[src/sv/sipq_pkg.sv]
// Shared types and constants for the sorted insert priority queue.
`timescale 1ns / 1ps

package sipq_pkg;

	localparam int DATA_W      = 32;
	localparam int POS_W       = 4;
	localparam int READOUT_MAX = 16;

	typedef enum logic [2:0] {
		ST_IDLE,
		ST_FETCH,
		ST_CMP,
		ST_INS,
		ST_READ
	} seq_state_t;

	// side information that travels with each word read out of the store
	typedef struct packed {
		logic             valid;
		logic             last;
		logic             ovf;
		logic [POS_W-1:0] pos;
	} rd_meta_t;

endpackage

[src/sv/sorted_insert_priority_queue.sv]
// Top level of the sorted insert priority queue.
// Holds up to DEPTH signed words in descending order; a new word goes in
// after every stored entry that is greater or equal, and when the store is
// full the smallest entry (possibly the new word) is dropped. A word is taken
// when start is high and busy is low. The insert walks down from the tail,
// one entry at a time (store read, then compare and write), since the
// store has a single read port; an empty store or an insert at the head
// ends with a separate write to the head. The ordered contents then stream
// out one word per cycle on strobe, largest first, at most sixteen, with
// is_last on the final one and overflowed on all of them if an entry was
// dropped. The receiver cannot stall: each result is valid for exactly the
// one cycle in which strobe is high. The store needs no clearing after
// reset; the entry count starts at zero.
`timescale 1ns / 1ps

module sorted_insert_priority_queue
	import sipq_pkg::*;
#(
	parameter int DEPTH = 16
) (
	input  logic                     clk,
	input  logic                     arst_n,
	input  logic                     start,
	output logic                     busy,
	input  logic signed [DATA_W-1:0] new_value,
	output logic                     strobe,
	output logic signed [DATA_W-1:0] entry_value,
	output logic [POS_W-1:0]         entry_position,
	output logic                     is_last,
	output logic                     overflowed
);

	localparam int AW = $clog2(DEPTH);
	localparam int IW = $clog2(DEPTH + 1);

	logic                     ram_we;
	logic [AW-1:0]            ram_waddr;
	logic signed [DATA_W-1:0] ram_wdata;
	logic [AW-1:0]            ram_raddr;
	logic signed [DATA_W-1:0] ram_rdata;
	rd_meta_t                 meta_s1;

	sipq_seq #(
		.DEPTH(DEPTH),
		.AW   (AW),
		.IW   (IW)
	) u_seq (
		.clk      (clk),
		.arst_n   (arst_n),
		.start    (start),
		.new_value(new_value),
		.busy     (busy),
		.ram_we   (ram_we),
		.ram_waddr(ram_waddr),
		.ram_wdata(ram_wdata),
		.ram_raddr(ram_raddr),
		.ram_rdata(ram_rdata),
		.meta_s1  (meta_s1)
	);

	sipq_ram #(
		.DEPTH(DEPTH),
		.AW   (AW)
	) u_ram (
		.clk  (clk),
		.we   (ram_we),
		.waddr(ram_waddr),
		.wdata(ram_wdata),
		.raddr(ram_raddr),
		.rdata(ram_rdata)
	);

	// read data and its side information leave the same register stage
	assign strobe         = meta_s1.valid;
	assign entry_value    = ram_rdata;
	assign entry_position = meta_s1.pos;
	assign is_last        = meta_s1.last;
	assign overflowed     = meta_s1.ovf;

endmodule

[src/sv/sipq_ram.sv]
// Entry store: one write port, one read port, registered read data.
`timescale 1ns / 1ps

module sipq_ram
	import sipq_pkg::*;
#(
	parameter int DEPTH = 16,
	parameter int AW    = 4
) (
	input  logic                     clk,
	input  logic                     we,
	input  logic [AW-1:0]            waddr,
	input  logic signed [DATA_W-1:0] wdata,
	input  logic [AW-1:0]            raddr,
	output logic signed [DATA_W-1:0] rdata
);

	logic [DATA_W-1:0] mem_q [DEPTH];

	always_ff @(posedge clk) begin
		if (we) begin
			mem_q[waddr] <= wdata;
		end
	end

	always_ff @(posedge clk) begin
		rdata <= mem_q[raddr];
	end

endmodule

[src/sv/sipq_seq.sv]
// Sequencer: insertion walk with the shared signed comparator, then readout.
`timescale 1ns / 1ps

module sipq_seq
	import sipq_pkg::*;
#(
	parameter int DEPTH = 16,
	parameter int AW    = 4,
	parameter int IW    = 5
) (
	input  logic                     clk,
	input  logic                     arst_n,
	input  logic                     start,
	input  logic signed [DATA_W-1:0] new_value,
	output logic                     busy,
	output logic                     ram_we,
	output logic [AW-1:0]            ram_waddr,
	output logic signed [DATA_W-1:0] ram_wdata,
	output logic [AW-1:0]            ram_raddr,
	input  logic signed [DATA_W-1:0] ram_rdata,
	output rd_meta_t                 meta_s1
);

	localparam int RD_MAX = (DEPTH < READOUT_MAX) ? DEPTH : READOUT_MAX;

	seq_state_t               state_q, state_d;
	logic signed [DATA_W-1:0] val_q;
	logic [IW-1:0]            i_q;
	logic [IW-1:0]            i_dec;
	logic [IW-1:0]            count_q;
	logic [IW-1:0]            n_last;
	logic [AW-1:0]            k_q;
	logic                     full_q;
	logic                     less;
	logic                     k_last;

	// the one compare unit, reused on every step of the walk
	assign less  = ram_rdata < val_q;
	assign i_dec = i_q - IW'(1);

	assign n_last = (count_q < IW'(RD_MAX)) ? (count_q - IW'(1)) : IW'(RD_MAX - 1);
	assign k_last = (IW'(k_q) == n_last);

	// next state
	always_comb begin
		state_d = state_q;
		unique case (state_q)
			ST_IDLE: begin
				if (start) begin
					state_d = (count_q == '0) ? ST_INS : ST_FETCH;
				end
			end
			ST_FETCH: state_d = ST_CMP;
			ST_CMP: begin
				if (less) begin
					state_d = (i_dec == '0) ? ST_INS : ST_FETCH;
				end else begin
					state_d = ST_READ;
				end
			end
			ST_INS:  state_d = ST_READ;
			ST_READ: begin
				if (k_last) begin
					state_d = ST_IDLE;
				end
			end
			default: state_d = ST_IDLE;
		endcase
	end

	// outputs
	always_comb begin
		busy      = 1'b1;
		ram_we    = 1'b0;
		ram_waddr = '0;
		ram_wdata = val_q;
		ram_raddr = '0;
		unique case (state_q)
			ST_IDLE:  busy = 1'b0;
			ST_FETCH: ram_raddr = i_dec[AW-1:0];
			ST_CMP: begin
				// slot DEPTH is the one that falls off a full store
				ram_we    = (i_q != IW'(DEPTH));
				ram_waddr = i_q[AW-1:0];
				ram_wdata = less ? ram_rdata : val_q;
			end
			ST_INS: begin
				ram_we    = 1'b1;
				ram_waddr = '0;
			end
			ST_READ:  ram_raddr = k_q;
			default:  busy = 1'b0;
		endcase
	end

	always_ff @(posedge clk or negedge arst_n) begin
		if (!arst_n) begin
			state_q <= ST_IDLE;
			count_q <= '0;
			i_q     <= '0;
			k_q     <= '0;
			full_q  <= 1'b0;
			meta_s1 <= '0;
		end else begin
			state_q       <= state_d;
			meta_s1.valid <= (state_q == ST_READ);
			meta_s1.last  <= k_last;
			meta_s1.ovf   <= full_q;
			meta_s1.pos   <= POS_W'(k_q);
			if (state_q == ST_IDLE && start) begin
				i_q    <= count_q;
				k_q    <= '0;
				full_q <= (count_q == IW'(DEPTH));
				if (count_q != IW'(DEPTH)) begin
					count_q <= count_q + IW'(1);
				end
			end
			if (state_q == ST_CMP && less) begin
				i_q <= i_dec;
			end
			if (state_q == ST_READ) begin
				k_q <= k_q + AW'(1);
			end
		end
	end

	always_ff @(posedge clk) begin
		if (state_q == ST_IDLE && start) begin
			val_q <= new_value;
		end
	end

endmodule

[config.mk]
export PLATFORM = sky130hd
export DESIGN_NAME = sorted_insert_priority_queue
export DESIGN_NICKNAME = d
export VERILOG_FILES = /design/src/sv/sipq_pkg.sv /design/src/sv/sorted_insert_priority_queue.sv /design/src/sv/sipq_ram.sv /design/src/sv/sipq_seq.sv
export SDC_FILE = /design/constraint.sdc
export NUM_CORES = 1
export LEC_CHECK = 0
export BUFFER_PORTS_ARGS = -buffer_cell sky130_fd_sc_hd__buf_2
export CAP_MARGIN = 20
export CORE_ASPECT_RATIO = 2
export CORE_MARGIN = 4
export CORE_UTILIZATION = 35
export CTS_CLUSTER_DIAMETER = 30
export CTS_CLUSTER_SIZE = 25
export DETAILED_ROUTE_END_ITERATION = 12
export GPL_ROUTABILITY_DRIVEN = 0
export PLACE_DENSITY = 0.49
export SYNTH_ARGS = -nofsm -noshare
export SYNTH_HDL_FRONTEND = slang
export SYNTH_SLANG_ARGS = --single-unit
[constraint.sdc]
create_clock -name clk -period 5.99 [get_ports clk]
set_input_delay 0.599 -clock clk [delete_from_list [all_inputs] [get_ports clk]]
set_output_delay 0.599 -clock clk [all_outputs]
set_load 0.1 [all_outputs]
==> metrics.txt, run 1 <==
antenna violations before repair=0; final clock skew=0.0320 ns; Top FF cell, synth=edfxtp_1; layout cells sized above 1=between 30 and 40%; crit end category=register; slowest CP cell=nand2_4; Worst slew margin=around 37%; Crit. Startpoint=u_seq.val_q[22]$_DFFE_PP_; vias per cell=about 5.1; setup repair bufs after CTS=0; Hold Startpoint=new_value[7]; Lkg Pwr=9.43 nW; fmax=241 MHz; Initial DRT Pass Iterations=4; Synth Instances=roughly 1200; worst vdd ir=0.269 mV; Via Count=11488; largest net degree at the start of global routing=97; synthesized flop and latch total=601; Die Ht=379 um; hold slack final=0.134 ns; FFs w/ async S/R, synth=under 10%; status=finished, final reports clean; Setup Total Neg Slack=0 ns; multi-input logic area=0.00598 mm2; wire length of the first global-routing pass=a little under 90000 um; Seq. cell area=0.0176 mm2; final hold viol count=0; Clock Tree Buf Depth=3; slew of the pin with the lowest slew margin=0.943 ns; internal power=9.91 mW; Wirelength per Cell=26.5 um; clk_lat worst skew=0.64 ns; CTS tree=done; Seq/Total Area, Yosys=73.3%; Max Cap Violations=0; dominant cell by count in the synthesized netlist=edfxtp_1; Root Buffer=clkbuf_16; Comb pwr share=29.7%; drt drc=0; ANT nets after route=0; cts hold-fix bufs=1; Clk pwr share=roughly 33%; post-synth top area cell=edfxtp_1; Netlist cell types=61; Sw Pwr=5.32 mW; number of flops mapped to enable cells by yosys=544; area grow syn2layout=18.3%; Avg Inst Size Synth=20.8 um2; cell family with most CP delay=simple AND/OR/NAND/NOR gates; Starting Density=35.4%; Fillers=between 6000 and 7000; sw frac=a little over a third; final net count=1369; Buf+Inv Stages, Crit Path=1; Synth Net Count=1229; Tmin final=4.16 ns; Worst EP arrival=4.48 ns; Port-buffer cells=74; Worst-path clk slew=approximately 0.06 ns; CP Max Fanout=33; # IOs=75; Die W=193 um; DRT Wirelength=about 60000 um; Hold Path Class=input port to register; Final setup viols=0; sequential share of power=a little under two fifths; Tcrit/Tclk final=69.4%; Iter 0 DRT Violations=650; Setup Crit Path Kind=register to register; std cell rows=135; Syn Std Cell Area=about 0.024 mm2; detailed placement HPWL=between 30000 and 40000 um; Die Area=between 0.07 and 0.08 mm2; max-slew violation count=0; CP max stage delay=0.70 ns; Synth area leaders=edfxtp_1, mux4_2, mux2i_1; vias in the first global route=approximately 13000; Clock Sinks=601; Warnings, synthesis=0; core area=0.0679 mm2; Antenna diodes=0; post-cts sizing count=0; top cell type's share of synthesized area=roughly 68%; startpoint types=register; RSZ-0062 raised after global routing=false; gr usage total=16.4%; Req. time, crit path=6.32 ns; r2r startpoint=u_seq.val_q[22]$_DFFE_PP_; H-tree depth=3; synth cell count leaders=edfxtp_1, mux4_2, mux2i_1; CTS Buf Count=82; grt ovf=0; Power Density=between 500 and 600 mW/mm2; crit path cell chain=inv_1 > ha_1 > nand4_1 > nor3_1 > nand3_1 > a31oi_1 > o31ai_4 > nand2_4 > mux2_2
-- sequential cells by signal (all words and copies together), names as in the netlist --
name / cells
u_ram.mem_q: 512
u_ram.rdata: 32
u_seq.val_q: 32
u_seq.meta_s1: 7
u_seq.count_q: 5
u_seq.i_q: 5
u_seq.k_q: 4
u_seq.state_q: 3
u_seq.full_q: 1
-- worst paths after layout --
kind	slack, ns	cells past startpoint	end
setup / recovery	1.83	9	u_ram.mem_q[2][2]$_DFFE_PP_
hold / removal	0.13	1	u_seq.val_q[7]$_DFFE_PP_
setup reg to reg	1.83	9	u_ram.mem_q[2][2]$_DFFE_PP_
hold reg to reg	0.38	0	u_seq.meta_s1[4]$_DFF_PN0_
max in group asynchronous	5.03	2	u_seq.i_q[3]$_DFFE_PN0P_
min in group asynchronous	0.54	2	u_seq.meta_s1[0]$_DFF_PN0_
-- area by class of cell --
class	count	area share, %
clock buffer	88	7.52
clock inverter	65	2.74
inverter	42	0.554
multi-input combinational	467	21.0
sequential	601	61.9
tap	890	3.92
timing repair buffer	103	2.34
-- logic make-up after synthesis --
kind of cell / share of synthesized area [%]
compound gates: 1.64
xor+xnor: 0.437
fa+ha+maj: 1.93
buf+inv: 2.45
flops: 73.3
mux: 18.1
simple gates: 2.21
-- per-layer routing --
metal,vias up,wire (um),GRT usage (%)
met5,-,0,0
met4,0,1090,4.35
met3,85,2350,3.20
met2,244,33700,31.5
met1,6150,22700,18.5
li1,5009,-,-
-- metrics by stage --
step           setup WS, ns  power, mW  area [um2]  cells  util, %
2_1_floorplan          2.71       9.27       24000   1157        -
4_1_cts                1.51       15.5       28400   2256     41.9
3_3_place_gp           1.50       10.3       25500   2099     37.5
6_report               1.83       15.2       28400   2256     41.9
5_1_grt                1.50       15.9       28400   2256     41.9
3_5_place_dp           1.54       10.4       25500   2102     37.6
-- cells in the final DEF (no fill, tap or decap), types with 7 or more instances in the layout --
master,instances
a21oi_1,15
buf_2,74
buf_4,22
clkbuf_16,84
clkinv_8,13
dfrtp_1,25
dfxtp_1,32
edfxtp_1,544
ha_1,37
inv_1,41
inv_6,24
mux2_4,28
mux2i_1,97
mux4_2,122
nand2_1,23
nand3_1,10
nor2_1,16
nor2_4,19
o21ai_0,14
xnor2_1,7
-- power by group through the flow --
stage	combinational, mW	sequential [mW]	clock (mW)
after floorplan	2.73	6.54	0
after global placement	4.57	5.76	0
after detailed placement	4.62	5.76	0
after CTS	4.63	5.68	5.15
after global routing	4.88	5.72	5.34
final	4.52	5.67	5.03
No activity file was read; power rests on OpenSTA's default activity.
==> run 2, diff against run 1 <==
--- a/config.mk
+++ b/config.mk
@@ -5,6 +5,7 @@
 export SDC_FILE = /design/constraint.sdc
 export NUM_CORES = 1
 export LEC_CHECK = 0
+export ABC_AREA = 1
 export BUFFER_PORTS_ARGS = -buffer_cell sky130_fd_sc_hd__buf_2
 export CAP_MARGIN = 20
 export CORE_ASPECT_RATIO = 2
@@ -14,7 +15,7 @@
 export CTS_CLUSTER_SIZE = 25
 export DETAILED_ROUTE_END_ITERATION = 12
 export GPL_ROUTABILITY_DRIVEN = 0
-export PLACE_DENSITY = 0.49
+export PLACE_DENSITY = 0.51
 export SYNTH_ARGS = -nofsm -noshare
 export SYNTH_HDL_FRONTEND = slang
 export SYNTH_SLANG_ARGS = --single-unit
==> constraint.sdc (replaced) <==
create_clock -name clk -period 3.5 [get_ports clk]
set_input_delay 0.35 -clock clk [delete_from_list [all_inputs] [get_ports clk]]
set_output_delay 0.35 -clock clk [all_outputs]
set_load 0.1 [all_outputs]
==> metrics.txt, run 2 <==
status=finished, final reports clean; Top FF cell, synth=edfxtp_1; Power Density=916 mW/mm2 (+71%); Largest register FFs=512 (unchanged); largest register by flop count=u_ram.mem_q; CTS Buf Count=74 (-9.8%); Iter 0 DRT Violations=1176 (+81%); final instance area=0.0293 mm2 (+3.0%); synthesized flop and latch total=601 (unchanged); Clock Sinks=601 (unchanged); Comb pwr share=34.3% (+4.6 points); core area=0.0687 mm2 (+1.2%); final net count=2171 (+59%); Via Count=15748 (+37%); sw frac=39.0% (+4.1 points); antenna violations before repair=0 (unchanged); Starting Density=35.2% (-0.14 points); dominant cell by count in the synthesized netlist=edfxtp_1; number of flops mapped to enable cells by yosys=544 (unchanged); Worst-path clk slew=0.06 ns (about the same); # IOs=75 (unchanged); Clk pwr share=29.7% (-3.3 points); Initial DRT Pass Iterations=5 (+1); Worst EP arrival=3.61 ns (-0.87 ns); Netlist cell types=35 (-43%); vias in the first global route=15948 (+26%); Lkg Pwr=10.1 nW (+7.0%); setup repair bufs after CTS=0 (unchanged); met2 Usage GRT=31.8% (+0.28 points); Die Ht=380 um (+0.41%); internal power=16.4 mW (+65%); worst vdd ir=0.519 mV (+93%); Setup Crit Path Kind=register to register; Warnings, synthesis=0 (unchanged); Setup Total Neg Slack=0 ns (unchanged); top cell type's share of synthesized area=67.4% (-0.57 points); Req. time, crit path=3.85 ns (-2.47 ns); met3 Usage GRT=3.25% (+0.056 points); fmax=307 MHz (+28%); Synth Instances=1941 (+68%); Antenna diodes=0 (unchanged); synth cell count leaders=edfxtp_1, nor2_1, o21ai_0; RSZ-0062 raised after global routing=false; Final setup viols=0 (unchanged); Die Area=0.0738 mm2 (+0.82%); hold slack final=0.0849 ns (-0.0488 ns); Hold Startpoint=start; CP Max Fanout=20 (-39%); layout cells sized above 1=14.9% (-17 points); Setup WS pre-CTS=0.267 ns (-1.27 ns); drt drc=0 (unchanged); startpoint types=register; slew of the pin with the lowest slew margin=0.842 ns (-0.102 ns); Syn Std Cell Area=0.0242 mm2 (+0.85%); largest net degree at the start of global routing=173 (+78%); Max Cap Violations=0 (unchanged); grt peak-use layer=met2; FFs w/ async S/R, synth=4.16% (unchanged); Area after DPL=0.0263 mm2 (+3.3%); H-tree depth=3 (unchanged); Tcrit/Tclk final=93.0% (+24 points); crit end category=register; CTS tree=done; std cell rows=136 (+0.74%); Clock Tree Buf Depth=3 (unchanged); Port-buffer cells=74 (unchanged); ANT nets after route=0 (unchanged); Sw Pwr=10.5 mW (+97%); detailed placement HPWL=36900 um (+12%); Avg Inst Size Synth=12.5 um2 (-40%); wire length of the first global-routing pass=101000 um (+15%); Tmin final=3.25 ns (-0.901 ns); Die W=194 um (+0.41%); r2r startpoint=u_seq.val_q[29]$_DFFE_PP_; Seq/Total Area, Yosys=72.6% (-0.62 points); DRT Wirelength=67700 um (+13%); grt ovf=0 (unchanged); top flop regs=u_ram.mem_q (512), u_ram.rdata (32), u_seq.val_q (32); max-slew violation count=0 (unchanged); final hold viol count=0 (unchanged); grt met1 use=22.1% (+3.5 points); gr usage total=18.0% (+1.6 points); Crit. Startpoint=u_seq.val_q[29]$_DFFE_PP_; vias per cell=5.15 (+1.1%); post-synth top area cell=edfxtp_1; commonest non-fill, non-tap cells in the layout=edfxtp_1, nor2_1, o21ai_0, o211ai_1, nand2_1; Final WS setup=0.245 ns (-1.59 ns); area grow syn2layout=20.9%; Synth area leaders=edfxtp_1, nor2_1, o21ai_0; sequential share of power=36.0% (-1.3 points); Worst slew margin=43.9% (+6.8 points); final clock skew=0.0336 ns (+0.00158 ns); Synth Net Count=2013 (+64%); clk_lat worst skew=0.63 ns (about the same); Tot Pwr=26.8 mW (+76%); Wirelength per Cell=22.1 um (-17%); most common cell after layout, fill and taps aside=edfxtp_1; Root Buffer=clkbuf_16; Fillers=6356 (+5.6%); Hold Path Class=input port to register
run 2: kinds of logic after synthesis:
kind of cell	Yosys count	share of synthesized area, %
simple gates	615	9.99
flops	601	72.6
compound gates	491	11.7
buf+inv	184	3.28
fa+ha+maj	37	1.91
xor+xnor	13	0.470
run 2: layout make-up:
type	count	area, um2	share of cell area (%)
clock inverter	58	682	2.33
tap	897	1120	3.83
inverter	72	277	0.944
timing repair buffer	194	1710	5.84
sequential	601	17600	60.1
clock buffer	80	1940	6.61
multi-input combinational	1156	5960	20.4
run 2: worst paths after layout:
path / endpoint / slack, ns / depth (start not counted)
worst max-delay path: u_ram.mem_q[14][19]$_DFFE_PP_ / 0.25 / 15
worst min-delay path: u_seq.state_q[1]$_DFFE_PN0P_ / 0.08 / 3
worst max register to register: u_ram.mem_q[14][19]$_DFFE_PP_ / 0.25 / 15
worst min register to register: u_seq.meta_s1[3]$_DFF_PN0_ / 0.43 / 0
max in group asynchronous: u_seq.i_q[3]$_DFFE_PN0P_ / 2.77 / 2
min in group asynchronous: u_seq.meta_s1[4]$_DFF_PN0_ / 0.27 / 2
run 2: repair_timing:
action	4_1_cts	5_1_grt
hold buffers	33	0
gates resized for setup	0	0
endpoints found under the hold margin	57	0
run 2: power groups by stage:
| stage | clock network (mW) | registers [mW] | logic [mW] |
|---|---|---|---|
| 2_1_floorplan | 0 | 11.3 | 4.74 |
| 3_3_place_gp | 0 | 9.78 | 9.19 |
| 3_5_place_dp | 0 | 9.80 | 9.30 |
| 4_1_cts | 8.13 | 9.65 | 9.37 |
| 5_1_grt | 8.42 | 9.71 | 10.2 |
| 6_report | 7.97 | 9.65 | 9.21 |
run 2: worst max-delay path, stage by stage, from the launching register on:
cell      delay (ns)
edfxtp_1        0.37
inv_1           0.09
ha_1            0.23
a21oi_1         0.21
nor2_1          0.07
nor2_1          0.19
nand3_1         0.11
a21oi_1         0.24
nand2_1         0.11
nand2_1         0.09
nand3_1         0.10
inv_2           0.23
buf_4           0.22
buf_4           0.26
o21ai_0         0.22
buf_4           0.24
run 2: routing by layer:
metal	vias up	wire, um
met5	-	0
met4	0	2030
met3	102	3250
met2	409	34800
met1	7885	27500
li1	7352	-
run 2: per-stage QoR:
stage | std cells | utilization [%]
final | 3058 | 42.6
after global routing | 3058 | 42.6
after CTS | 3058 | 42.6
after detailed placement | 2887 | 38.3
after global placement | 2883 | 38.3
after floorplan | 1941 | -
